`config.mk`:
```
export PLATFORM = sky130hd
export DESIGN_NAME = joint_velocity_command_shaper_unit
export DESIGN_NICKNAME = d
export VERILOG_FILES = /design/src/jvcs_pkg.sv /design/src/joint_velocity_command_shaper_unit.sv
export SDC_FILE = /design/constraint.sdc
export NUM_CORES = 2
export LEC_CHECK = 0
export BUFFER_PORTS_ARGS = -buffer_cell sky130_fd_sc_hd__buf_4
export CAP_MARGIN = 25
export CORE_MARGIN = 4
export CORE_UTILIZATION = 40
export CTS_BUF_LIST = sky130_fd_sc_hd__clkbuf_4
export CTS_CLUSTER_DIAMETER = 200
export DETAILED_ROUTE_END_ITERATION = 16
export SLEW_MARGIN = 10
export SYNTH_ARGS = -nofsm -noshare
export SYNTH_HDL_FRONTEND = slang
export SYNTH_SLANG_ARGS = --single-unit
```
`constraint.sdc`:
```
create_clock -name clk -period 16.3 [get_ports clk]
set_clock_uncertainty 0.1 [all_clocks]
set_input_delay 4.89 -clock clk [delete_from_list [all_inputs] [get_ports clk]]
set_output_delay 4.89 -clock clk [all_outputs]
set_load 0.1 [all_outputs]
```
`src/jvcs_pkg.sv`:
```
`timescale 1ns / 1ps
// ---------------------------------------------------------------------------
// jvcs_pkg: shared definitions for the joint velocity command shaper
// Widths, register indexes, reset values, status codes and sequencer states.
// ---------------------------------------------------------------------------
package jvcs_pkg;

	localparam int JOINT_COUNT     = 7;
	localparam int PROXIMAL_JOINTS = 4;
	localparam int JIDX_W          = (JOINT_COUNT > 1) ? $clog2(JOINT_COUNT) : 1;

	localparam int VEL_W    = 20;   // signed velocity, 12 fraction bits
	localparam int LIMIT_W  = 15;
	localparam int FRAC_W   = 17;   // Q16 fractions up to and including one
	localparam int TICK_W   = 16;
	localparam int STATUS_W = 2;

	localparam int CFG_IDX_W  = 3;
	localparam int CFG_DATA_W = 17;

	localparam int TDATA_W = ((JOINT_COUNT * VEL_W + 7) / 8) * 8;
	localparam int TUSER_IN_W = 2;

	// shared multiplier: signed (VEL_W+1) x signed (FRAC_W+1)
	localparam int MUL_A_W = VEL_W + 1;
	localparam int MUL_B_W = FRAC_W + 1;
	localparam int PROD_W  = MUL_A_W + MUL_B_W;

	// dividend of the limit scaling divide: |c| * limit + den/2
	localparam int DVD_W   = VEL_W + LIMIT_W + 1;
	localparam int DCNT_W  = $clog2(VEL_W);

	localparam logic [FRAC_W-1:0] ONE_Q16    = FRAC_W'(65536);
	localparam logic [PROD_W-1:0] ROUND_HALF = PROD_W'(32768);
	localparam logic signed [VEL_W-1:0] VEL_MAX = {1'b0, {(VEL_W-1){1'b1}}};

	localparam logic [LIMIT_W-1:0] LIMIT_PROXIMAL_RST = LIMIT_W'(10719);
	localparam logic [LIMIT_W-1:0] LIMIT_DISTAL_RST   = LIMIT_W'(21516);
	localparam logic [FRAC_W-1:0]  RAMP_STEP_RST      = FRAC_W'(131);
	localparam logic [TICK_W-1:0]  TIMEOUT_TICKS_RST  = TICK_W'(500);
	localparam logic [FRAC_W-1:0]  SMOOTH_WEIGHT_RST  = FRAC_W'(9830);

	typedef enum logic [CFG_IDX_W-1:0] {
		REG_LIMIT_PROXIMAL = 3'd0,
		REG_LIMIT_DISTAL   = 3'd1,
		REG_RAMP_STEP      = 3'd2,
		REG_TIMEOUT_TICKS  = 3'd3,
		REG_SMOOTH_WEIGHT  = 3'd4
	} cfg_reg_t;

	typedef enum logic [STATUS_W-1:0] {
		STOP_NONE     = 2'd0,
		STOP_WATCHDOG = 2'd1,
		STOP_SOLVER   = 2'd2
	} stop_t;

	typedef enum logic [3:0] {
		ST_IDLE,
		ST_RAMP_MUL,
		ST_RAMP_WB,
		ST_FIND_A,
		ST_FIND_B,
		ST_FIND_CMP,
		ST_SCL_MUL,
		ST_SCL_INIT,
		ST_SCL_DIV,
		ST_SCL_WB,
		ST_SMO_A,
		ST_SMO_B,
		ST_SMO_WB,
		ST_DONE
	} state_t;

endpackage

```
`src/joint_velocity_command_shaper_unit.sv`:
```
`timescale 1ns / 1ps
// ---------------------------------------------------------------------------
// joint_velocity_command_shaper_unit: per-tick joint velocity shaping
// Watchdog, solver-failure stop, start-up ramp, common limit scaling and
// exponential smoothing, all on one shared multiplier and a radix-2 divider.
// ---------------------------------------------------------------------------
// Sequence: a stop tick goes from ST_IDLE straight to ST_DONE; a normal tick
//   runs a ramp pass, a limit search pass and a smoothing pass over the joints,
//   with a scaling pass (20-step divide per joint) before smoothing when scaling engages.
// One word at a time: a new tick is taken only after the last word has moved to
//   the output register. The divider gives one quotient bit per cycle.
// Reset: registers take their reset values, ramp, watchdog and smoother clear.
module joint_velocity_command_shaper_unit (
	input  logic                            clk,
	input  logic                            arst_n,
	// slave side
	input  logic                            s_axis_tvalid,
	output logic                            s_axis_tready,
	input  logic [jvcs_pkg::TDATA_W-1:0]    s_axis_tdata,  // vel_in_0 .. vel_in_6, zero pad
	input  logic [jvcs_pkg::TUSER_IN_W-1:0] s_axis_tuser,  // target_seen, solver_failed
	// master side
	output logic                            m_axis_tvalid,
	input  logic                            m_axis_tready,
	output logic [jvcs_pkg::TDATA_W-1:0]    m_axis_tdata,  // vel_out_0 .. vel_out_6, zero pad
	output logic [jvcs_pkg::STATUS_W-1:0]   m_axis_tuser,  // stop_status
	// configuration
	input  logic                            cfg_we,
	input  logic [jvcs_pkg::CFG_IDX_W-1:0]  cfg_index,
	input  logic [jvcs_pkg::CFG_DATA_W-1:0] cfg_data
);
	import jvcs_pkg::*;

	// configuration registers
	logic [LIMIT_W-1:0] limit_prox_q, limit_dist_q;
	logic [FRAC_W-1:0]  ramp_step_q, smooth_weight_q;
	logic [TICK_W-1:0]  timeout_q;

	// tick state
	logic [FRAC_W-1:0]       ramp_q;
	logic [TICK_W-1:0]       ticks_q;
	logic signed [VEL_W-1:0] prev_q [JOINT_COUNT];

	// working set
	state_t                    state_q, state_nx;
	logic signed [VEL_W-1:0]   vel_q [JOINT_COUNT];
	logic signed [MUL_A_W-1:0] cmd_q [JOINT_COUNT];
	logic [JOINT_COUNT-1:0]    over_q;
	logic signed [VEL_W-1:0]   res_q [JOINT_COUNT];
	stop_t                     res_stat_q;
	logic [JIDX_W-1:0]         idx_q;
	logic [DCNT_W-1:0]         dcnt_q;
	logic                      found_q;
	logic [VEL_W-1:0]          den_q;
	logic [LIMIT_W-1:0]        numer_q;
	logic signed [PROD_W-1:0]  prod_q, hold_q;
	logic [VEL_W-1:0]          rem_q, dvd_q, quo_q;

	// output register
	logic                      out_valid_q;
	logic signed [VEL_W-1:0]   out_vel_q [JOINT_COUNT];
	stop_t                     out_stat_q;

	// combinational
	logic                      in_acc, out_free, out_load, idx_last, div_last;
	logic [TICK_W-1:0]         ticks_nx;
	logic                      wd_stop;
	logic [FRAC_W:0]           ramp_sum;
	logic [FRAC_W-1:0]         ramp_nx, w_eff, w_rest;
	logic [LIMIT_W-1:0]        lim_cur;
	logic [VEL_W-1:0]          vel_abs, cmd_abs;
	logic signed [VEL_W-1:0]   vel_cur;
	logic signed [MUL_A_W-1:0] cmd_cur, cmd_neg;
	logic signed [MUL_A_W-1:0] mul_a;
	logic signed [MUL_B_W-1:0] mul_b;
	logic [VEL_W+15:0]         ramp_rnd;
	logic [VEL_W-1:0]          ramp_r;
	logic                      find_hit, found_nx;
	logic [DVD_W-1:0]          div_dividend;
	logic [VEL_W:0]            div_trial, div_diff;
	logic                      div_ge;
	logic signed [PROD_W:0]    smo_sum, smo_neg;
	logic [PROD_W-1:0]         smo_abs, smo_rnd;
	logic [VEL_W:0]            smo_r, smo_rneg;
	logic signed [VEL_W-1:0]   smo_y;
	logic                      prev_zero;

	// ------------------------------------------------------------------
	// small datapath helpers
	// ------------------------------------------------------------------
	assign in_acc   = s_axis_tvalid && s_axis_tready;
	assign out_free = !out_valid_q || m_axis_tready;
	assign idx_last = (idx_q == JIDX_W'(JOINT_COUNT - 1));
	assign div_last = (dcnt_q == DCNT_W'(VEL_W - 1));

	assign ticks_nx = s_axis_tuser[0] ? '0 :
		((ticks_q == '1) ? ticks_q : ticks_q + 1'b1);
	assign wd_stop  = ticks_nx > timeout_q;

	assign ramp_sum = {1'b0, ramp_q} + {1'b0, ramp_step_q};
	assign ramp_nx  = (ramp_sum > {1'b0, ONE_Q16}) ? ONE_Q16 : ramp_sum[FRAC_W-1:0];

	assign w_eff  = (smooth_weight_q > ONE_Q16) ? ONE_Q16 : smooth_weight_q;
	assign w_rest = ONE_Q16 - w_eff;

	assign lim_cur = (idx_q < JIDX_W'(PROXIMAL_JOINTS)) ? limit_prox_q : limit_dist_q;

	always_comb begin
		vel_cur = vel_q[idx_q];
		vel_abs = vel_cur[VEL_W-1] ? VEL_W'(-vel_cur) : vel_cur;
		cmd_cur = cmd_q[idx_q];
		cmd_neg = -cmd_cur;
		cmd_abs = cmd_cur[MUL_A_W-1] ? cmd_neg[VEL_W-1:0] : cmd_cur[VEL_W-1:0];
	end

	// ramp product rounding, ties away from zero on the magnitude
	assign ramp_rnd = prod_q[VEL_W+15:0] + (VEL_W+16)'(ROUND_HALF);
	assign ramp_r   = ramp_rnd[VEL_W+15:16];

	// smaller limit/|c| wins: lim_i * |c_w| < lim_w * |c_i|
	assign find_hit = over_q[idx_q] && (!found_q || (hold_q < prod_q));
	assign found_nx = found_q || find_hit;

	assign div_dividend = DVD_W'(prod_q[DVD_W-2:0]) + DVD_W'(den_q >> 1);
	assign div_trial    = {rem_q, dvd_q[VEL_W-1]};
	assign div_ge       = div_trial >= {1'b0, den_q};
	assign div_diff     = div_trial - {1'b0, den_q};

	always_comb begin
		smo_sum  = hold_q + prod_q;
		smo_neg  = -smo_sum;
		smo_abs  = smo_sum[PROD_W] ? smo_neg[PROD_W-1:0] : smo_sum[PROD_W-1:0];
		smo_rnd  = smo_abs + ROUND_HALF;
		smo_r    = smo_rnd[VEL_W+16:16];
		smo_rneg = -smo_r;
		if (smo_sum[PROD_W])
			smo_y = smo_rneg[VEL_W-1:0];
		else if (smo_r > {1'b0, VEL_MAX})
			smo_y = VEL_MAX;
		else
			smo_y = smo_r[VEL_W-1:0];
	end

	always_comb begin
		prev_zero = 1'b1;
		for (int i = 0; i < JOINT_COUNT; i++) begin
			if (prev_q[i] != '0)
				prev_zero = 1'b0;
		end
	end

	// ------------------------------------------------------------------
	// sequencer: next state
	// ------------------------------------------------------------------
	always_comb begin
		state_nx = state_q;
		case (state_q)
			ST_IDLE: begin
				if (in_acc) begin
					if (wd_stop || s_axis_tuser[1])
						state_nx = ST_DONE;
					else
						state_nx = ST_RAMP_MUL;
				end
			end
			ST_RAMP_MUL: state_nx = ST_RAMP_WB;
			ST_RAMP_WB:  state_nx = idx_last ? ST_FIND_A : ST_RAMP_MUL;
			ST_FIND_A:   state_nx = ST_FIND_B;
			ST_FIND_B:   state_nx = ST_FIND_CMP;
			ST_FIND_CMP: begin
				if (!idx_last)
					state_nx = ST_FIND_A;
				else if (found_nx)
					state_nx = ST_SCL_MUL;
				else
					state_nx = ST_SMO_A;
			end
			ST_SCL_MUL:  state_nx = ST_SCL_INIT;
			ST_SCL_INIT: state_nx = ST_SCL_DIV;
			ST_SCL_DIV:  state_nx = div_last ? ST_SCL_WB : ST_SCL_DIV;
			ST_SCL_WB:   state_nx = idx_last ? ST_SMO_A : ST_SCL_MUL;
			ST_SMO_A:    state_nx = ST_SMO_B;
			ST_SMO_B:    state_nx = ST_SMO_WB;
			ST_SMO_WB:   state_nx = idx_last ? ST_DONE : ST_SMO_A;
			ST_DONE:     state_nx = out_free ? ST_IDLE : ST_DONE;
			default:     state_nx = ST_IDLE;
		endcase
	end

	// ------------------------------------------------------------------
	// sequencer: outputs and multiplier operand select
	// ------------------------------------------------------------------
	always_comb begin
		s_axis_tready = 1'b0;
		out_load      = 1'b0;
		mul_a         = '0;
		mul_b         = '0;
		case (state_q)
			ST_IDLE:     s_axis_tready = 1'b1;
			ST_RAMP_MUL: begin
				mul_a = MUL_A_W'(vel_abs);
				mul_b = MUL_B_W'(ramp_q);
			end
			ST_FIND_A: begin
				mul_a = MUL_A_W'(den_q);
				mul_b = MUL_B_W'(lim_cur);
			end
			ST_FIND_B: begin
				mul_a = MUL_A_W'(cmd_abs);
				mul_b = MUL_B_W'(numer_q);
			end
			ST_SCL_MUL: begin
				mul_a = MUL_A_W'(cmd_abs);
				mul_b = MUL_B_W'(numer_q);
			end
			ST_SMO_A: begin
				mul_a = cmd_cur;
				mul_b = MUL_B_W'(w_eff);
			end
			ST_SMO_B: begin
				mul_a = MUL_A_W'(prev_q[idx_q]);
				mul_b = MUL_B_W'(w_rest);
			end
			ST_DONE:     out_load = out_free;
			default: ;
		endcase
	end

	// ------------------------------------------------------------------
	// control registers
	// ------------------------------------------------------------------
	always_ff @(posedge clk or negedge arst_n) begin
		if (!arst_n) begin
			state_q         <= ST_IDLE;
			out_valid_q     <= 1'b0;
			limit_prox_q    <= LIMIT_PROXIMAL_RST;
			limit_dist_q    <= LIMIT_DISTAL_RST;
			ramp_step_q     <= RAMP_STEP_RST;
			timeout_q       <= TIMEOUT_TICKS_RST;
			smooth_weight_q <= SMOOTH_WEIGHT_RST;
			ramp_q          <= '0;
			ticks_q         <= '0;
			for (int i = 0; i < JOINT_COUNT; i++)
				prev_q[i] <= '0;
			idx_q           <= '0;
			dcnt_q          <= '0;
			found_q         <= 1'b0;
		end else begin
			state_q <= state_nx;

			if (cfg_we) begin
				case (cfg_reg_t'(cfg_index))
					REG_LIMIT_PROXIMAL: limit_prox_q    <= cfg_data[LIMIT_W-1:0];
					REG_LIMIT_DISTAL:   limit_dist_q    <= cfg_data[LIMIT_W-1:0];
					REG_RAMP_STEP:      ramp_step_q     <= cfg_data[FRAC_W-1:0];
					REG_TIMEOUT_TICKS:  timeout_q       <= cfg_data[TICK_W-1:0];
					REG_SMOOTH_WEIGHT:  smooth_weight_q <= cfg_data[FRAC_W-1:0];
					default: ;
				endcase
			end

			if (out_load)
				out_valid_q <= 1'b1;
			else if (m_axis_tready)
				out_valid_q <= 1'b0;

			case (state_q)
				ST_IDLE: begin
					idx_q <= '0;
					if (in_acc) begin
						ticks_q <= ticks_nx;
						if (wd_stop) begin
							for (int i = 0; i < JOINT_COUNT; i++)
								prev_q[i] <= '0;
						end else if (!s_axis_tuser[1]) begin
							ramp_q <= ramp_nx;
						end
					end
				end
				ST_RAMP_WB: idx_q <= idx_last ? '0 : idx_q + 1'b1;
				ST_FIND_A: begin
					if (idx_q == '0)
						found_q <= 1'b0;
				end
				ST_FIND_CMP: begin
					found_q <= found_nx;
					idx_q   <= idx_last ? '0 : idx_q + 1'b1;
				end
				ST_SCL_INIT: dcnt_q <= '0;
				ST_SCL_DIV:  dcnt_q <= dcnt_q + 1'b1;
				ST_SCL_WB:   idx_q  <= idx_last ? '0 : idx_q + 1'b1;
				ST_SMO_WB: begin
					prev_q[idx_q] <= smo_y;
					idx_q         <= idx_last ? '0 : idx_q + 1'b1;
				end
				default: ;
			endcase
		end
	end

	// ------------------------------------------------------------------
	// payload registers
	// ------------------------------------------------------------------
	always_ff @(posedge clk) begin
		prod_q <= mul_a * mul_b;

		if (out_load) begin
			for (int i = 0; i < JOINT_COUNT; i++)
				out_vel_q[i] <= res_q[i];
			out_stat_q <= res_stat_q;
		end

		case (state_q)
			ST_IDLE: begin
				if (in_acc) begin
					for (int i = 0; i < JOINT_COUNT; i++) begin
						vel_q[i] <= s_axis_tdata[i*VEL_W +: VEL_W];
						res_q[i] <= '0;
					end
					if (wd_stop)
						res_stat_q <= STOP_WATCHDOG;
					else if (s_axis_tuser[1])
						res_stat_q <= STOP_SOLVER;
					else
						res_stat_q <= STOP_NONE;
				end
			end
			ST_RAMP_WB: begin
				cmd_q[idx_q]  <= vel_cur[VEL_W-1] ? -MUL_A_W'(ramp_r) : MUL_A_W'(ramp_r);
				over_q[idx_q] <= ramp_r > VEL_W'(lim_cur);
			end
			ST_FIND_B: hold_q <= prod_q;
			ST_FIND_CMP: begin
				if (find_hit) begin
					den_q   <= cmd_abs;
					numer_q <= lim_cur;
				end
			end
			ST_SCL_INIT: begin
				rem_q <= VEL_W'(div_dividend >> VEL_W);
				dvd_q <= div_dividend[VEL_W-1:0];
				quo_q <= '0;
			end
			ST_SCL_DIV: begin
				rem_q <= div_ge ? div_diff[VEL_W-1:0] : div_trial[VEL_W-1:0];
				dvd_q <= {dvd_q[VEL_W-2:0], 1'b0};
				quo_q <= {quo_q[VEL_W-2:0], div_ge};
			end
			ST_SCL_WB: begin
				cmd_q[idx_q] <= cmd_cur[MUL_A_W-1] ? -MUL_A_W'(quo_q) : MUL_A_W'(quo_q);
			end
			ST_SMO_B:  hold_q <= prod_q;
			ST_SMO_WB: res_q[idx_q] <= smo_y;
			default: ;
		endcase
	end

	// ------------------------------------------------------------------
	// ports
	// ------------------------------------------------------------------
	assign m_axis_tvalid = out_valid_q;
	assign m_axis_tuser  = out_stat_q;

	always_comb begin
		m_axis_tdata = '0;
		for (int i = 0; i < JOINT_COUNT; i++)
			m_axis_tdata[i*VEL_W +: VEL_W] = out_vel_q[i];
	end

	// ------------------------------------------------------------------
	// assertions
	// ------------------------------------------------------------------
	a_ramp_bounded: assert property (@(posedge clk) disable iff (!arst_n)
		ramp_q <= ONE_Q16)
		else $error("ramp level above one");

	a_watchdog_clears: assert property (@(posedge clk) disable iff (!arst_n)
		(in_acc && wd_stop) |=> prev_zero)
		else $error("smoother memory not cleared on watchdog stop");

	a_scale_needs_worst: assert property (@(posedge clk) disable iff (!arst_n)
		(state_q == ST_SCL_MUL) |-> found_q)
		else $error("limit scaling without a joint over its limit");

	a_div_den_nonzero: assert property (@(posedge clk) disable iff (!arst_n)
		(state_q == ST_SCL_DIV) |-> (den_q != '0))
		else $error("divide by zero magnitude");

	a_done_loads: assert property (@(posedge clk) disable iff (!arst_n)
		(state_q == ST_DONE && out_free) |=> (m_axis_tvalid && state_q == ST_IDLE))
		else $error("finished word not presented");

endmodule

```
==> results_dict.tcl <==
set metrics [dict create \
    tns_ns 0 \
    final-instance-count-excl-fill 8665 \
    ios 319 \
    synthTopCellsByCount "692 x edfxtp_1, 671 x inv_1, 610 x nand2_1, 578 x nor2_1, 360 x fa_1" \
    ant_nets 0 \
    hold_path_class "flop to flop" \
    grt_overflow_total 0 \
    routed_via_density 5.46 \
    ctsResizeCount 0 \
    synth_area_mm2 0.0638 \
    cp.arrival_ns 12.65 \
    relSlewSlack_pct 24.9 \
    fin_crit_sh_pct 71.9 \
    path_clk_slew_ns 0.07 \
    io_buffers 310 \
    synth_area_leader_cell "edfxtp_1" \
    leakage_uw 0.0304 \
    numCtsBuffers 290 \
    wl_per_cell_um 21.9 \
    ys_types 118 \
    hold_violations 0 \
    dieHeight_um 407 \
    die_w_um 407 \
    synthTopCellsByArea "edfxtp_1 33%, fa_1 11%, dfrtp_1 9.3%, ha_1 5.3%, inv_1 3.9%" \
    globalplace.congestion 0.939 \
    vias 47300 \
    crit_family "adder cells" \
    dieArea_mm2 0.166 \
    cp_slowest_cell "dfrtp_4" \
    outcome "completed" \
    path_buf_inv 8 \
    post_cts_buffers 0 \
    cts_max_level 5 \
    worst_pin_slew_ns 1.12 \
    synthCells 5930 \
    first_iter_violations 4038 \
    post-place-cells 8158 \
    grt_first_pass_wirelength_um 290000 \
    coreArea_mm2 0.158 \
    final_layout_size_suffix_gt1_share_pct 18.7 \
    rsz0062_at_grt "no" \
    fill_cells 14800 \
    drt_wl_total_um 190000 \
    drv_cap 0 \
    nets 7189 \
    cts_buffer_depth 4 \
    syn_avg_cell_area_um2 10.8 \
    drc 0 \
    grt_max_degree 133 \
    crit_path_max_incr_delay_ns 0.81 \
    area_growth_syn_to_layout_pct 13.7 \
    cp_max_fo 58 \
    synth-edff-count 692 \
    hold_ws_ns 0.242 \
    slew_viol_final 0 \
    vdd_drop_max_mv 0.327 \
    cp-end-kind "flop" \
    cellPowerDensity_mw_per_mm2 218 \
    cts_tree "built" \
    antenna_found_initial 8 \
    fmax_mhz 85.3 \
    period_needed_ns 11.72 \
    track_usage_pct 22.6 \
    dp_hpwl_um 139000 \
    critPathKind "flop to flop" \
    synth.most_common_cell "edfxtp_1" \
    num_rows 146 \
    ys_warn_count 0 \
    start_util_pct 40.3 \
    first_pass_iters 6 \
    ys_ff_latch 1018 \
    synth_top_cell_area_share_pct 32.6 \
    ys_seq_area_share_pct 44.9 \
    start_kind "flop" \
    setup_viol 0 \
    async_reset_ff_share_pct 26.2 \
    grt_pass1_vias 47900 \
    cts_root_buf "clkbuf_4" \
    cp.required_ns 17.23 \
    clock-sinks 1018 \
    post_dp_cell_area_mm2 0.0688 \
    hold_buffers 0 \
    clock_latency_ns 1.25 \
    stdcell_area_mm2 0.0725 \
    synth_ff_type "edfxtp_1" \
]
==> cell families after synthesis <==
group / share of synthesized area (%)
adders and majority gates: 16.6
DFF: 44.9
AOI/OAI and AO/OA: 10.8
buffers and inverters: 5.74
other: 0.00588
and+or+nand+nor: 12.6
xor gates and xnor gates: 3.55
muxes: 5.77
==> report_power, final <==
part / internal (uW) / total, uW / leakage [uW] / switching [uW]
clock: 1290 / 2370 / 0.00217 / 1090
combinational: 3150 / 9490 / 0.0181 / 6340
sequential: 3570 / 3960 / 0.0102 / 389
==> path summary, 6_finish.rpt <==
| path | from | to | slack, ns | cells past startpoint |
|---|---|---|---|---|
| setup / recovery | idx_q[0]$_DFFE_PN0P_ | prod_q[38]$_DFF_P_ | 4.58 | 39 |
| hold / removal | res_q[4][12]$_SDFFCE_PN0P_ | out_vel_q[4][12]$_DFFE_PP_ | 0.24 | 0 |
| setup reg to reg | idx_q[0]$_DFFE_PN0P_ | prod_q[38]$_DFF_P_ | 4.58 | 39 |
| hold reg to reg | res_q[4][12]$_SDFFCE_PN0P_ | out_vel_q[4][12]$_DFFE_PP_ | 0.24 | 0 |
| max in group asynchronous | arst_n | limit_prox_q[13]$_DFFE_PN1P_ | 10.47 | 4 |
| min in group asynchronous | arst_n | prev_q[135]$_DFFE_PN0P_ | 3.65 | 1 |
==> registers in the layout (all words and copies together) (netlist names), 20 cells and up <==
name,cells
cmd_q,147
den_q,20
dvd_q,20
hold_q,39
out_vel_q,140
prev_q,140
prod_q,39
quo_q,20
rem_q,20
res_q,140
vel_q,140
==> placed cells by master (no fill, tap or decap), types with 127 or more instances in the layout <==
cell      count
inv_1       669
dfrtp_1     233
edfxtp_1    692
nor2_1      568
a21oi_1     186
fa_1        360
ha_1        272
xnor2_1     174
clkbuf_4    436
mux2_2      127
nand2_1     610
o21ai_0     317
buf_4       419
==> cell type report <==
class	count	area [um^2]	share of cell area, %
clock inverters	55	347	0.478
well taps	2072	2590	3.57
flip-flops and latches	1018	28700	39.6
clock buffers	434	3260	4.49
repair buffers	433	3360	4.64
inverters	674	2530	3.50
diodes	10	25.0	0.0345
multi-input cells	3969	31700	43.7
==> per-layer routing <==
layer	up-vias	GRT usage [%]	part of all wire, %
li1	21600	-	-
met1	23600	29.3	42
met2	1792	37.5	48
met3	366	4.94	7.2
met4	4	8.02	3.3
met5	-	0	0.015
==> stage by stage <==
stage / utilization [%] / worst slack (ns) / power [uW]
after floorplan: - / 0.849 / 10400
after global placement: 43.4 / 4.72 / 13300
after detailed placement: 43.4 / 4.68 / 13400
after CTS: 45.7 / 4.56 / 15900
after global routing: 45.8 / 3.93 / 17100
final: 45.8 / 4.58 / 15800
(Power assumes the default switching activity.)
